<file path="src/rtl/core/xfc_pkg.sv">
// Shared types and constants for the XMODEM frame checker.
// No dependencies; imported by every module of the block.
package xfc_pkg;

	localparam int SHORT_PAYLOAD_DEF = 128;
	localparam int LONG_PAYLOAD_DEF  = 1024;

	localparam int BYTE_W   = 8;
	localparam int INDEX_W  = 10;
	localparam int CFG_IDX_W = 1;

	localparam logic [BYTE_W:0] BLOCK_PAIR_SUM = 9'h0ff;

	localparam logic [CFG_IDX_W-1:0] CFG_SHORT_START = 1'b0;
	localparam logic [CFG_IDX_W-1:0] CFG_LONG_START  = 1'b1;

	localparam logic [BYTE_W-1:0] SHORT_START_RST = 8'h01;
	localparam logic [BYTE_W-1:0] LONG_START_RST  = 8'h02;

	typedef enum logic [1:0] {
		ST_OK         = 2'd0,
		ST_BAD_START  = 2'd1,
		ST_BAD_COMPL  = 2'd2,
		ST_SUM_ERR    = 2'd3
	} status_t;

	typedef struct packed {
		logic              is_payload;
		logic [BYTE_W-1:0] payload_byte;
		logic [INDEX_W-1:0] payload_index;
		logic              frame_done;
		status_t           status;
		logic [BYTE_W-1:0] sum_difference;
		logic [BYTE_W-1:0] block_number;
		logic              long_frame;
	} res_t;

	typedef struct packed {
		logic [BYTE_W-1:0] short_start;
		logic [BYTE_W-1:0] long_start;
	} cfg_t;

endpackage

</file>
<file path="src/rtl/core/xmodem_frame_checker_core.sv">
// XMODEM frame checker: one received byte per item in, at most one result per item out.
// Start byte selects a short (checksum) or long frame; header complement and short-frame
// checksum are checked, payload bytes are passed out with their index. Each item goes
// through the input register, then the result register; one item is accepted every cycle
// while the output buffer has room; the frame state (position, running sum) is registered.
// Depends on xfc_pkg, xfc_cfg, xfc_step and xfc_out_buf.
module xmodem_frame_checker_core #(
	parameter int SHORT_PAYLOAD = xfc_pkg::SHORT_PAYLOAD_DEF,
	parameter int LONG_PAYLOAD  = xfc_pkg::LONG_PAYLOAD_DEF
) (
	input  logic                          clk,
	input  logic                          arst_n,
	input  logic                          cfg_we,
	input  logic [xfc_pkg::CFG_IDX_W-1:0] cfg_index,
	input  logic [xfc_pkg::BYTE_W-1:0]    cfg_data,
	input  logic                          s_tvalid,
	output logic                          s_tready,
	input  logic [7:0]                    s_tdata,  // rx_byte
	input  logic                          s_tuser,  // frame_first
	output logic                          m_tvalid,
	input  logic                          m_tready,
	// payload_byte, payload_index, status, sum_difference, block_number, long_frame, zero pad
	output logic [39:0]                   m_tdata,
	output logic                          m_tuser,  // is_payload
	output logic                          m_tlast   // frame_done
);
	import xfc_pkg::*;

	cfg_t cfg;
	res_t res, out_res;
	logic res_valid, room;

	xfc_cfg u_cfg (
		.clk       (clk),
		.arst_n    (arst_n),
		.cfg_we    (cfg_we),
		.cfg_index (cfg_index),
		.cfg_data  (cfg_data),
		.cfg       (cfg)
	);

	xfc_step #(
		.SHORT_PAYLOAD (SHORT_PAYLOAD),
		.LONG_PAYLOAD  (LONG_PAYLOAD)
	) u_step (
		.clk       (clk),
		.arst_n    (arst_n),
		.cfg       (cfg),
		.in_valid  (s_tvalid),
		.in_ready  (s_tready),
		.in_byte   (s_tdata),
		.in_first  (s_tuser),
		.res_room  (room),
		.res_valid (res_valid),
		.res       (res)
	);

	xfc_out_buf u_out (
		.clk       (clk),
		.arst_n    (arst_n),
		.push      (res_valid),
		.push_data (res),
		.room      (room),
		.out_valid (m_tvalid),
		.out_ready (m_tready),
		.out_data  (out_res)
	);

	assign m_tdata = {3'b000, out_res.long_frame, out_res.block_number,
		out_res.sum_difference, out_res.status, out_res.payload_index,
		out_res.payload_byte};
	assign m_tuser = out_res.is_payload;
	assign m_tlast = out_res.frame_done;

endmodule

</file>
<file path="src/rtl/core/xfc_cfg.sv">
// Start-code configuration registers for the XMODEM frame checker.
// Depends on xfc_pkg.
module xfc_cfg (
	input  logic                          clk,
	input  logic                          arst_n,
	input  logic                          cfg_we,
	input  logic [xfc_pkg::CFG_IDX_W-1:0] cfg_index,
	input  logic [xfc_pkg::BYTE_W-1:0]    cfg_data,
	output xfc_pkg::cfg_t                 cfg
);
	import xfc_pkg::*;

	cfg_t cfg_q;

	always_ff @(posedge clk or negedge arst_n) begin
		if (!arst_n) begin
			cfg_q.short_start <= SHORT_START_RST;
			cfg_q.long_start  <= LONG_START_RST;
		end else if (cfg_we) begin
			unique case (cfg_index)
				CFG_SHORT_START: cfg_q.short_start <= cfg_data;
				CFG_LONG_START:  cfg_q.long_start  <= cfg_data;
				default: ;
			endcase
		end
	end

	assign cfg = cfg_q;

endmodule

</file>
<file path="src/rtl/core/xfc_step.sv">
// Input register and per-byte frame state update for the XMODEM frame checker.
// Depends on xfc_pkg; results go to xfc_out_buf.
module xfc_step #(
	parameter int SHORT_PAYLOAD = xfc_pkg::SHORT_PAYLOAD_DEF,
	parameter int LONG_PAYLOAD  = xfc_pkg::LONG_PAYLOAD_DEF
) (
	input  logic                       clk,
	input  logic                       arst_n,
	input  xfc_pkg::cfg_t              cfg,
	input  logic                       in_valid,
	output logic                       in_ready,
	input  logic [xfc_pkg::BYTE_W-1:0] in_byte,
	input  logic                       in_first,
	input  logic                       res_room,
	output logic                       res_valid,
	output xfc_pkg::res_t              res
);
	import xfc_pkg::*;

	localparam int POS_MAX = ((LONG_PAYLOAD > SHORT_PAYLOAD) ? LONG_PAYLOAD : SHORT_PAYLOAD) + 3;
	localparam int POS_W   = $clog2(POS_MAX + 1);
	localparam int IDX_W   = (POS_W > INDEX_W) ? POS_W : INDEX_W;
	localparam logic [POS_W-1:0] SHORT_END = POS_W'(SHORT_PAYLOAD + 3);
	localparam logic [POS_W-1:0] LONG_END  = POS_W'(LONG_PAYLOAD + 3);
	localparam logic [POS_W-1:0] POS_ONE   = POS_W'(1);
	localparam logic [POS_W-1:0] POS_TWO   = POS_W'(2);
	localparam logic [POS_W-1:0] POS_THREE = POS_W'(3);

	logic              valid_s1;
	logic [BYTE_W-1:0] byte_s1;
	logic              first_s1;
	logic              adv_s1;

	logic [POS_W-1:0]  pos_q, pos_d;
	logic [BYTE_W-1:0] sum_q, sum_d;
	logic              long_q, long_d;
	logic              skip_q, skip_d;
	logic [BYTE_W-1:0] blk_q, blk_d;

	logic [POS_W-1:0]  end_pos;
	logic [IDX_W-1:0]  idx_ext;
	logic [BYTE_W-1:0] diff;
	logic              hit;

	assign adv_s1   = valid_s1 && res_room;
	assign in_ready = !valid_s1 || res_room;

	always_ff @(posedge clk or negedge arst_n) begin
		if (!arst_n) begin
			valid_s1 <= 1'b0;
		end else if (in_ready) begin
			valid_s1 <= in_valid;
		end
	end

	always_ff @(posedge clk) begin
		if (in_ready && in_valid) begin
			byte_s1  <= in_byte;
			first_s1 <= in_first;
		end
	end

	assign end_pos = long_q ? LONG_END : SHORT_END;
	assign idx_ext = IDX_W'(pos_q - POS_THREE);
	assign diff    = sum_q - byte_s1;

	always_comb begin
		pos_d  = pos_q;
		sum_d  = sum_q;
		long_d = long_q;
		skip_d = skip_q;
		blk_d  = blk_q;
		hit    = 1'b0;
		res    = '0;
		if (first_s1) begin
			sum_d = '0;
			blk_d = '0;
			if (byte_s1 == cfg.short_start || byte_s1 == cfg.long_start) begin
				long_d = (byte_s1 != cfg.short_start);
				pos_d  = POS_ONE;
				skip_d = 1'b0;
			end else begin
				long_d            = 1'b0;
				pos_d             = '0;
				skip_d            = 1'b1;
				hit               = 1'b1;
				res.frame_done    = 1'b1;
				res.status        = ST_BAD_START;
			end
		end else if (!skip_q) begin
			priority if (pos_q == POS_ONE) begin
				blk_d = byte_s1;
				pos_d = POS_TWO;
			end else if (pos_q == POS_TWO) begin
				if ({1'b0, blk_q} + {1'b0, byte_s1} != BLOCK_PAIR_SUM) begin
					skip_d           = 1'b1;
					hit              = 1'b1;
					res.frame_done   = 1'b1;
					res.status       = ST_BAD_COMPL;
					res.block_number = blk_q;
					res.long_frame   = long_q;
				end else begin
					pos_d = POS_THREE;
				end
			end else if (pos_q < end_pos) begin
				sum_d             = sum_q + byte_s1;
				pos_d             = pos_q + POS_ONE;
				hit               = 1'b1;
				res.is_payload    = 1'b1;
				res.payload_byte  = byte_s1;
				res.payload_index = idx_ext[INDEX_W-1:0];
				res.block_number  = blk_q;
				res.long_frame    = long_q;
			end else if (!long_q) begin
				skip_d             = 1'b1;
				hit                = 1'b1;
				res.frame_done     = 1'b1;
				res.status         = (diff != '0) ? ST_SUM_ERR : ST_OK;
				res.sum_difference = diff;
				res.block_number   = blk_q;
			end else if (pos_q == end_pos) begin
				pos_d = pos_q + POS_ONE;
			end else begin
				skip_d           = 1'b1;
				hit              = 1'b1;
				res.frame_done   = 1'b1;
				res.status       = ST_OK;
				res.block_number = blk_q;
				res.long_frame   = 1'b1;
			end
		end
	end

	assign res_valid = adv_s1 && hit;

	always_ff @(posedge clk or negedge arst_n) begin
		if (!arst_n) begin
			pos_q  <= '0;
			sum_q  <= '0;
			long_q <= 1'b0;
			skip_q <= 1'b1;
			blk_q  <= '0;
		end else if (adv_s1) begin
			pos_q  <= pos_d;
			sum_q  <= sum_d;
			long_q <= long_d;
			skip_q <= skip_d;
			blk_q  <= blk_d;
		end
	end

endmodule

</file>
<file path="src/rtl/core/xfc_out_buf.sv">
// Two-entry output register with skid slot for XMODEM frame checker results.
// Depends on xfc_pkg.
module xfc_out_buf (
	input  logic          clk,
	input  logic          arst_n,
	input  logic          push,
	input  xfc_pkg::res_t push_data,
	output logic          room,
	output logic          out_valid,
	input  logic          out_ready,
	output xfc_pkg::res_t out_data
);
	import xfc_pkg::*;

	logic main_v_q, skid_v_q;
	res_t main_q, skid_q;
	logic pop;

	assign pop       = main_v_q && out_ready;
	assign room      = !skid_v_q;
	assign out_valid = main_v_q;
	assign out_data  = main_q;

	always_ff @(posedge clk or negedge arst_n) begin
		if (!arst_n) begin
			main_v_q <= 1'b0;
			skid_v_q <= 1'b0;
		end else if (skid_v_q) begin
			if (pop) begin
				skid_v_q <= 1'b0;
			end
		end else if (push) begin
			if (!main_v_q || pop) begin
				main_v_q <= 1'b1;
			end else begin
				skid_v_q <= 1'b1;
			end
		end else if (pop) begin
			main_v_q <= 1'b0;
		end
	end

	always_ff @(posedge clk) begin
		if (skid_v_q) begin
			if (pop) begin
				main_q <= skid_q;
			end
		end else if (push) begin
			if (!main_v_q || pop) begin
				main_q <= push_data;
			end else begin
				skid_q <= push_data;
			end
		end
	end

endmodule

</file>
<file path="config.mk">
export PLATFORM = sky130hd
export DESIGN_NAME = xmodem_frame_checker_core
export DESIGN_NICKNAME = d
export VERILOG_FILES = /design/src/rtl/core/xfc_pkg.sv /design/src/rtl/core/xmodem_frame_checker_core.sv /design/src/rtl/core/xfc_cfg.sv /design/src/rtl/core/xfc_step.sv /design/src/rtl/core/xfc_out_buf.sv
export SDC_FILE = /design/constraint.sdc
export NUM_CORES = 1
export LEC_CHECK = 0
export BUFFER_PORTS_ARGS = -buffer_cell sky130_fd_sc_hd__buf_2
export CORE_MARGIN = 1.5
export CORE_UTILIZATION = 53
export CTS_CLUSTER_DIAMETER = 150
export CTS_CLUSTER_SIZE = 10
export DETAILED_ROUTE_END_ITERATION = 8
export PLACE_DENSITY = 0.75
export SETUP_SLACK_MARGIN = 0.2
export SLEW_MARGIN = 20
export SYNTH_ARGS = -nofsm -noshare
export SYNTH_HDL_FRONTEND = slang
export SYNTH_HIERARCHICAL = 1
export SYNTH_SLANG_ARGS = --single-unit
</file>
<file path="constraint.sdc">
create_clock -name clk -period 3.44 [get_ports clk]
set_input_delay 0.688 -clock clk [delete_from_list [all_inputs] [get_ports clk]]
set_output_delay 0.688 -clock clk [all_outputs]
set_load 0.1 [all_outputs]
</file>
==> impl_metrics.tcl, run 1 <==
set metrics [dict create \
    arrival_time_reported_for_the_critical_path_endpoint_ps 3290 \
    top_level_ports 67 \
    yosysTopAreaCellShare_pct 35.4 \
    groute.layer.met3.usage_pct 5.50 \
    die_h_microns 121 \
    layout_worst_path_cycle_share_pct 90.4 \
    diodes 0 \
    fin_tns_setup_ps 0 \
    initialDrtViolationCount 535 \
    pre_cts_setup_slack_ps 153 \
    multiInputGateArea_sq_mm 0.00325 \
    path_clk_slew_ps 60 \
    final_layout_size_suffix_gt1_share_pct 27.6 \
    gr-max-usage-layer "met2" \
    power_density_mw_per_mm2 441 \
    worstSetupPathDepth 11 \
    clock-skew-final_ps 5.43 \
    cts_tree "done" \
    path_buf_inv 2 \
    drv_slew 0 \
    syn_to_final_growth_pct 15.2 \
    cp_cell_sequence "ha_2 -> inv_1 -> fa_1 -> nor3b_2 -> o2111ai_1 -> a311oi_1 -> nand4_1 -> buf_4 -> a21oi_1 -> o21ai_0 -> mux2_4" \
    synth_seq_area_share_pct 51.7 \
    timing_worst_setup_path_type "flop to flop" \
    worst_r2r_startpoint "u_step/byte_s1[0]" \
    cp_data_required_time_ps 3620 \
    cp_slowest_cell "sky130_fd_sc_hd__edfxtp_1" \
    setup.worst_path.start_class "flop" \
    floorplan.initialDensity_pct 55.1 \
    first_pass_grt_wire_length_microns 25100 \
    drv.max_cap_violation_count 0 \
    r2r.worst_path.cells 11 \
    final.setup.worst_slack_ps 331 \
    met1_track_demand_over_resource_pct 31.9 \
    dp_hpwl_microns 11100 \
    cts_root_buffer "sky130_fd_sc_hd__clkbuf_16" \
    register_area_sq_mm 0.00382 \
    worst-path-max-fanout 3 \
    core-area_sq_mm 0.0134 \
    layout_min_cycle_time_ps 3110 \
    synth-main-ff-cell "sky130_fd_sc_hd__edfxtp_1" \
    detail_route.drc_violations 0 \
    reg2reg_to "u_out/out_data[19]" \
    grt_setup_unrepaired "no" \
    syn-cell-area_sq_mm 0.00739 \
    synth.avg_cell_area_sq_um 12.2 \
    fmax_ghz 0.322 \
    largest_stage_delay_on_the_critical_path_ps 420 \
    layout.nets 734 \
    outcome "finished clean" \
    ys_top_cells_by_area "sky130_fd_sc_hd__edfxtp_1 (35%), sky130_fd_sc_hd__dfrtp_1 (15%), sky130_fd_sc_hd__mux2_4 (8.7%), sky130_fd_sc_hd__ha_1 (4.7%), sky130_fd_sc_hd__nor2_1 (2.5%)" \
    yosys.area.top_type "sky130_fd_sc_hd__edfxtp_1" \
    async_reset_ff_share_pct 35.6 \
    detail_route.wl_per_cell_microns 17.7 \
    power.static_leakage_nw 3.77 \
    ant_nets 0 \
    grt_max_degree 45 \
    number_of_library_cell_types_mapped_by_synthesis 72 \
    detail_route.first_pass.iterations 5 \
    clkSinkCount 135 \
    antenna_found_initial 0 \
    worst-r2r-setup-slack_ps 330 \
    grt_usage_pct 22.5 \
    ir_worst_vdd_mv 0.263 \
    synth_edf_count 87 \
    via_count_of_the_first_global_routing_pass 4818 \
    number_of_fillers_in_the_final_layout 1047 \
    max-slew-margin-rel_pct 50.2 \
    via_count 4965 \
    yosysWarnings 6 \
    port_buffers 63 \
    grt_overflow_total 0 \
    gp_congestion 0.903 \
    hp-class "primary input to async pin" \
    global_route.usage.met2_pct 33.9 \
    finish.utilization_pct 63.5 \
    cts.htree.levels 4 \
    critPathCaptureType "flop" \
    flip_flop_and_latch_count_after_synthesis 135 \
    final_hold_viol_count 0 \
    die_width_microns 121 \
    core.rowCount 42 \
    numCtsBuffers 17 \
    clock_path_buffers 2 \
    clk-insertion-delay-late_ps 420 \
    totalWireLength_microns 15400 \
    setup_viol 0 \
    tightest_slew_ps 747 \
    drt-vias-per-instance 5.72 \
    path_delay_family "compound AO/OA/AOI/OAI gates" \
    die-area_sq_mm 0.0147 \
    synth_cells 608 \
]
[logic make-up (layout without fill, tap and decap cells)]
kind of cell,after synthesis,after routing,synth area share (%)
DFF,135,135,51.7
AOI/OAI and AO/OA,101,101,9.52
and+or+nand+nor,177,177,12.9
adders and majority gates,31,31,5.55
xor gates and xnor gates,36,36,4.27
other,1,3,0.0508
buffers and inverters,67,149,4.76
muxes,60,60,11.3
[report_power, final]
group / leakage, nW / switching, mW / internal [mW]
Combinational: 1.95 / 0.0544 / 0.0537
Clock: 0.298 / 0.679 / 1.20
Sequential: 1.52 / 0.0213 / 1.75
[cell usage after synthesis (4+ instances only)]
library cell and count:
sky130_fd_sc_hd__nand2_1 21, sky130_fd_sc_hd__nand2b_1 8, sky130_fd_sc_hd__nand4_1 6, sky130_fd_sc_hd__a21oi_1 16, sky130_fd_sc_hd__mux2_2 15, sky130_fd_sc_hd__dfrtp_1 45
sky130_fd_sc_hd__o31ai_1 4, sky130_fd_sc_hd__o2111ai_1 4, sky130_fd_sc_hd__o21ai_0 32, sky130_fd_sc_hd__o22ai_1 4, sky130_fd_sc_hd__xor2_1 21, sky130_fd_sc_hd__or3_1 6
sky130_fd_sc_hd__and3_1 11, sky130_fd_sc_hd__and2_1 9, sky130_fd_sc_hd__nor3_1 9, sky130_fd_sc_hd__xnor2_1 15, sky130_fd_sc_hd__inv_1 36, sky130_fd_sc_hd__a211oi_1 4
sky130_fd_sc_hd__mux2_4 43, sky130_fd_sc_hd__nor2b_1 6, sky130_fd_sc_hd__buf_2 4, sky130_fd_sc_hd__clkbuf_1 15, sky130_fd_sc_hd__nor4_1 6, sky130_fd_sc_hd__nor2_1 50
sky130_fd_sc_hd__o21a_1 6, sky130_fd_sc_hd__ha_1 28, sky130_fd_sc_hd__edfxtp_1 87, sky130_fd_sc_hd__nand3_1 26
[state kept, by name (all words and copies together), names as in the netlist]
signal and flops:
u_step/skip_q 1, u_step/sum_q 8, u_step/long_q 1, u_step/valid_s1 1, u_step/pos_q 11, u_out/skid_q 39
u_cfg/cfg 16, u_out/skid_v_q 1, u_out/out_valid 1, u_step/byte_s1 8, u_step/blk_q 8, u_step/first_s1 1
u_out/out_data 39
[final cells by class]
class                           count  area share [%]
Multi-Input combinational cell    408            38.1
Clock buffer                       17            5.00
Inverter                           38            1.69
Tap cell                          176            2.59
Clock inverter                     14            2.12
Timing Repair Buffer               80            5.64
Sequential cell                   135            44.8
[per-stage QoR]
step	instance area (sq um)	std cells	total power [mW]	hold WS, ps
floorplan	7400	610	1.87	392
global placement	7880	835	1.90	520
detailed placement	7880	835	1.91	523
CTS	8500	868	3.79	334
global route	8510	868	3.87	391
finish	8510	868	3.76	333
[cells in the final DEF (no fill, tap or decap), types with 21 or more instances in the layout]
| cell | instances |
|---|---|
| sky130_fd_sc_hd__edfxtp_1 | 87 |
| sky130_fd_sc_hd__buf_2 | 63 |
| sky130_fd_sc_hd__nor2_1 | 50 |
| sky130_fd_sc_hd__dfrtp_1 | 44 |
| sky130_fd_sc_hd__mux2_4 | 43 |
| sky130_fd_sc_hd__inv_1 | 36 |
| sky130_fd_sc_hd__o21ai_0 | 31 |
| sky130_fd_sc_hd__ha_1 | 27 |
| sky130_fd_sc_hd__nand3_1 | 26 |
| sky130_fd_sc_hd__nand2_1 | 21 |
| sky130_fd_sc_hd__xor2_1 | 21 |
[layer usage]
| layer | vias up | share of wire, % |
|---|---|---|
| met5 | - | 0 |
| met2 | 179 | 46 |
| met1 | 2410 | 47 |
| li1 | 2358 | - |
| met4 | 0 | 1.5 |
| met3 | 18 | 6.3 |
[how the worst max path moves through the flow]
stage,start,to
2_1_floorplan,u_step/byte_s1[0],u_out/skid_q[0]
3_3_place_gp,u_step/byte_s1[0],u_out/skid_q[15]
3_5_place_dp,u_step/byte_s1[0],u_out/skid_q[35]
4_1_cts,u_step/byte_s1[0],u_out/out_data[18]
5_1_grt,u_step/byte_s1[0],u_out/out_data[1]
6_report,u_step/byte_s1[0],u_out/out_data[19]
[repair_timing]
item | in CTS | in global routing
pin swaps | 1 | 1
setup buffers | 2 | 0
setup endpoints to repair | 34 | 84
hold buffers | 0 | 0
resized for setup | 0 | 6
Power figures use the tool's default switching activity.
==> run 2, diff against run 1 <==
Settings changed: ABC_AREA from default to 1, CORE_MARGIN 1.5 to 5.
==> impl_metrics.tcl, run 2 <==
set metrics [dict create \
    yosysMostFrequentCell "sky130_fd_sc_hd__nand2_1" \
    port_buffers 63 \
    worst-path-max-fanout 28 \
    hp-class "primary input to async pin" \
    ys_top_cells_by_count "sky130_fd_sc_hd__nand2_1 (264), sky130_fd_sc_hd__edfxtp_1 (87), sky130_fd_sc_hd__inv_1 (68)" \
    grt_max_degree 44 \
    power.static_leakage_nw 4.03 \
    worst-r2r-setup-slack_ps 500 \
    ctsHoldBuffers 0 \
    power_density_mw_per_mm2 973 \
    clk-insertion-delay-late_ps 420 \
    fin_total_pwr_mw 8.32 \
    syn_to_final_growth_pct 14.4 \
    grt_setup_unrepaired "no" \
    diodes 0 \
    first_pass_grt_wire_length_microns 25900 \
    gp_congestion 0.921 \
    clock-skew-final_ps 6.96 \
    pre_cts_setup_slack_ps 441 \
    number_of_library_cell_types_mapped_by_synthesis 44 \
    syn-cell-area_sq_mm 0.00746 \
    numCtsBuffers 17 \
    detail_route.first_pass.iterations 5 \
    totalWireLength_microns 15700 \
    floorplan.initialDensity_pct 54.0 \
    yosys.area.top_type "sky130_fd_sc_hd__edfxtp_1" \
    setup.worst_path.start_class "flop" \
    cp_data_required_time_ps 3540 \
    final.setup.worst_slack_ps 497 \
    ys_top_cells_by_area "sky130_fd_sc_hd__edfxtp_1 (35%), sky130_fd_sc_hd__dfrtp_1 (15%), sky130_fd_sc_hd__nand2_1 (13%), sky130_fd_sc_hd__ha_1 (4.7%), sky130_fd_sc_hd__nand3_1 (3.7%)" \
    cts_tree "done" \
    layout.nets 942 \
    finish.utilization_pct 61.8 \
    detail_route.drc_violations 0 \
    synth-main-ff-cell "sky130_fd_sc_hd__edfxtp_1" \
    critPathCaptureType "flop" \
    die-area_sq_mm 0.0166 \
    max-slew-margin-rel_pct 38.1 \
    synth.avg_cell_area_sq_um 9.13 \
    core-area_sq_mm 0.0138 \
    ant_nets 0 \
    drt-vias-per-instance 5.24 \
    yosysWarnings 6 \
    final_layout_size_suffix_gt1_share_pct 19.4 \
    drv.max_cap_violation_count 0 \
    hold_ws_ps 264 \
    synth_edf_count 87 \
    fin_tns_setup_ps 0 \
    worst_r2r_startpoint "u_step/byte_s1[3]" \
    clock_path_buffers 2 \
    initialDrtViolationCount 580 \
    clkSinkCount 135 \
    reg2reg_to "u_out/out_data[4]" \
    detail_route.wl_per_cell_microns 14.6 \
    final_hold_viol_count 0 \
    async_reset_ff_share_pct 35.6 \
    timing_worst_setup_path_type "flop to flop" \
    synth_cells 818 \
    final_cells 1080 \
    layout_min_cycle_time_ps 2940 \
    drv_slew 0 \
    grt_usage_pct 19.9 \
    core.rowCount 43 \
    die_width_microns 129 \
    post_dp_cell_area_sq_mm 0.00791 \
    die_h_microns 129 \
    antenna_found_initial 0 \
    synth_seq_area_share_pct 51.1 \
    r2r.worst_path.cells 14 \
    mostFrequentLayoutCells "sky130_fd_sc_hd__nand2_1 (264), sky130_fd_sc_hd__edfxtp_1 (87), sky130_fd_sc_hd__inv_1 (68), sky130_fd_sc_hd__buf_2 (63), sky130_fd_sc_hd__nand3_1 (55)" \
    finish.instance_area_sq_mm 0.00854 \
    cts.htree.levels 4 \
    layout_worst_path_cycle_share_pct 85.6 \
    via_count 5659 \
    setup_viol 0 \
    arrival_time_reported_for_the_critical_path_endpoint_ps 3040 \
    path_clk_slew_ps 60 \
    dp_cells 1049 \
    top_level_ports 67 \
    dp_hpwl_microns 11300 \
    tightest_slew_ps 929 \
    cts_post_setup_buffers_inserted 0 \
    ir_worst_vdd_mv 0.436 \
    yosysTopAreaCellShare_pct 35.0 \
    flip_flop_and_latch_count_after_synthesis 135 \
    cts_root_buffer "sky130_fd_sc_hd__clkbuf_16" \
    via_count_of_the_first_global_routing_pass 5264 \
    grt_overflow_total 0 \
    outcome "finished clean" \
    fmax_ghz 0.340 \
    layout_commonest_cell "sky130_fd_sc_hd__nand2_1" \
]
==> run 2: cell count changes in the layout (fill, tap and decap cells not counted), sizes merged, moves of 10 or more <==
cell | previous run | this run
nand4 | 7 | 27
nor2 | 50 | 74
mux2 | 58 | 0
and3 | 11 | 1
inv | 40 | 79
nand3 | 27 | 59
nand2 | 23 | 271
==> run 2: cell type report <==
type	count	area [sq um]
inverter	79	309
sequential	135	3820
tap	180	225
fill	1139	5280
multi-input combinational	578	3130
clock buffer	18	429
clock inverter	13	205
timing repair buffer	77	424
==> run 2: what timing repair did <==
item	CTS	global route
endpoints found under the setup margin	0	28
gates resized for setup	0	1
hold endpoints to repair	0	0
==> run 2: how the worst max path moves through the flow <==
stage                              endpoint  cells past startpoint               from  slack [ps]
after detailed placement  u_out/out_data[1]                     17      u_step/long_q         440
final                     u_out/out_data[4]                     14  u_step/byte_s1[3]         500
after global routing      u_out/out_data[6]                     18  u_step/byte_s1[1]         260
after CTS                 u_out/out_data[5]                     14  u_step/byte_s1[3]         430
after floorplan           u_out/out_data[0]                     18  u_step/byte_s1[0]         270
after global placement    u_out/out_data[4]                     19  u_step/byte_s1[0]         530
==> run 2: worst max-delay path, cell delays in order (launching register included) <==
cell and delay, ps:
sky130_fd_sc_hd__edfxtp_1 460, sky130_fd_sc_hd__ha_1 400, sky130_fd_sc_hd__a21oi_1 250, sky130_fd_sc_hd__or2_1 150, sky130_fd_sc_hd__nand3_1 60, sky130_fd_sc_hd__nand2_1 60
sky130_fd_sc_hd__nand2_1 80, sky130_fd_sc_hd__nand4_1 140, sky130_fd_sc_hd__nand3_4 170, sky130_fd_sc_hd__a21oi_1 220, sky130_fd_sc_hd__inv_1 60, sky130_fd_sc_hd__nand2_1 80
sky130_fd_sc_hd__nand2_1 100, sky130_fd_sc_hd__nor2_4 110, sky130_fd_sc_hd__buf_6 260
==> run 2: cell families after synthesis <==
group / Yosys count / synth area share, %
buffers and inverters: 107 / 7.19
DFF: 135 / 51.1
AOI/OAI and AO/OA: 56 / 3.97
adders and majority gates: 31 / 5.50
and+or+nand+nor: 459 / 28.7
other: 1 / 0.0502
xor gates and xnor gates: 29 / 3.40
==> run 2: power by group <==
| part | switching, mW | internal, mW |
|---|---|---|
| combinational | 3.08 | 0.788 |
| clock | 0.673 | 1.28 |
| sequential | 0.215 | 2.28 |
==> run 2: routing by layer <==
layer / wire (microns) / GRT usage, %
met3: 1040 / 4.86
met5: 0 / 0
met1: 7120 / 26.9
met2: 7350 / 31.8
met4: 224 / 6.24
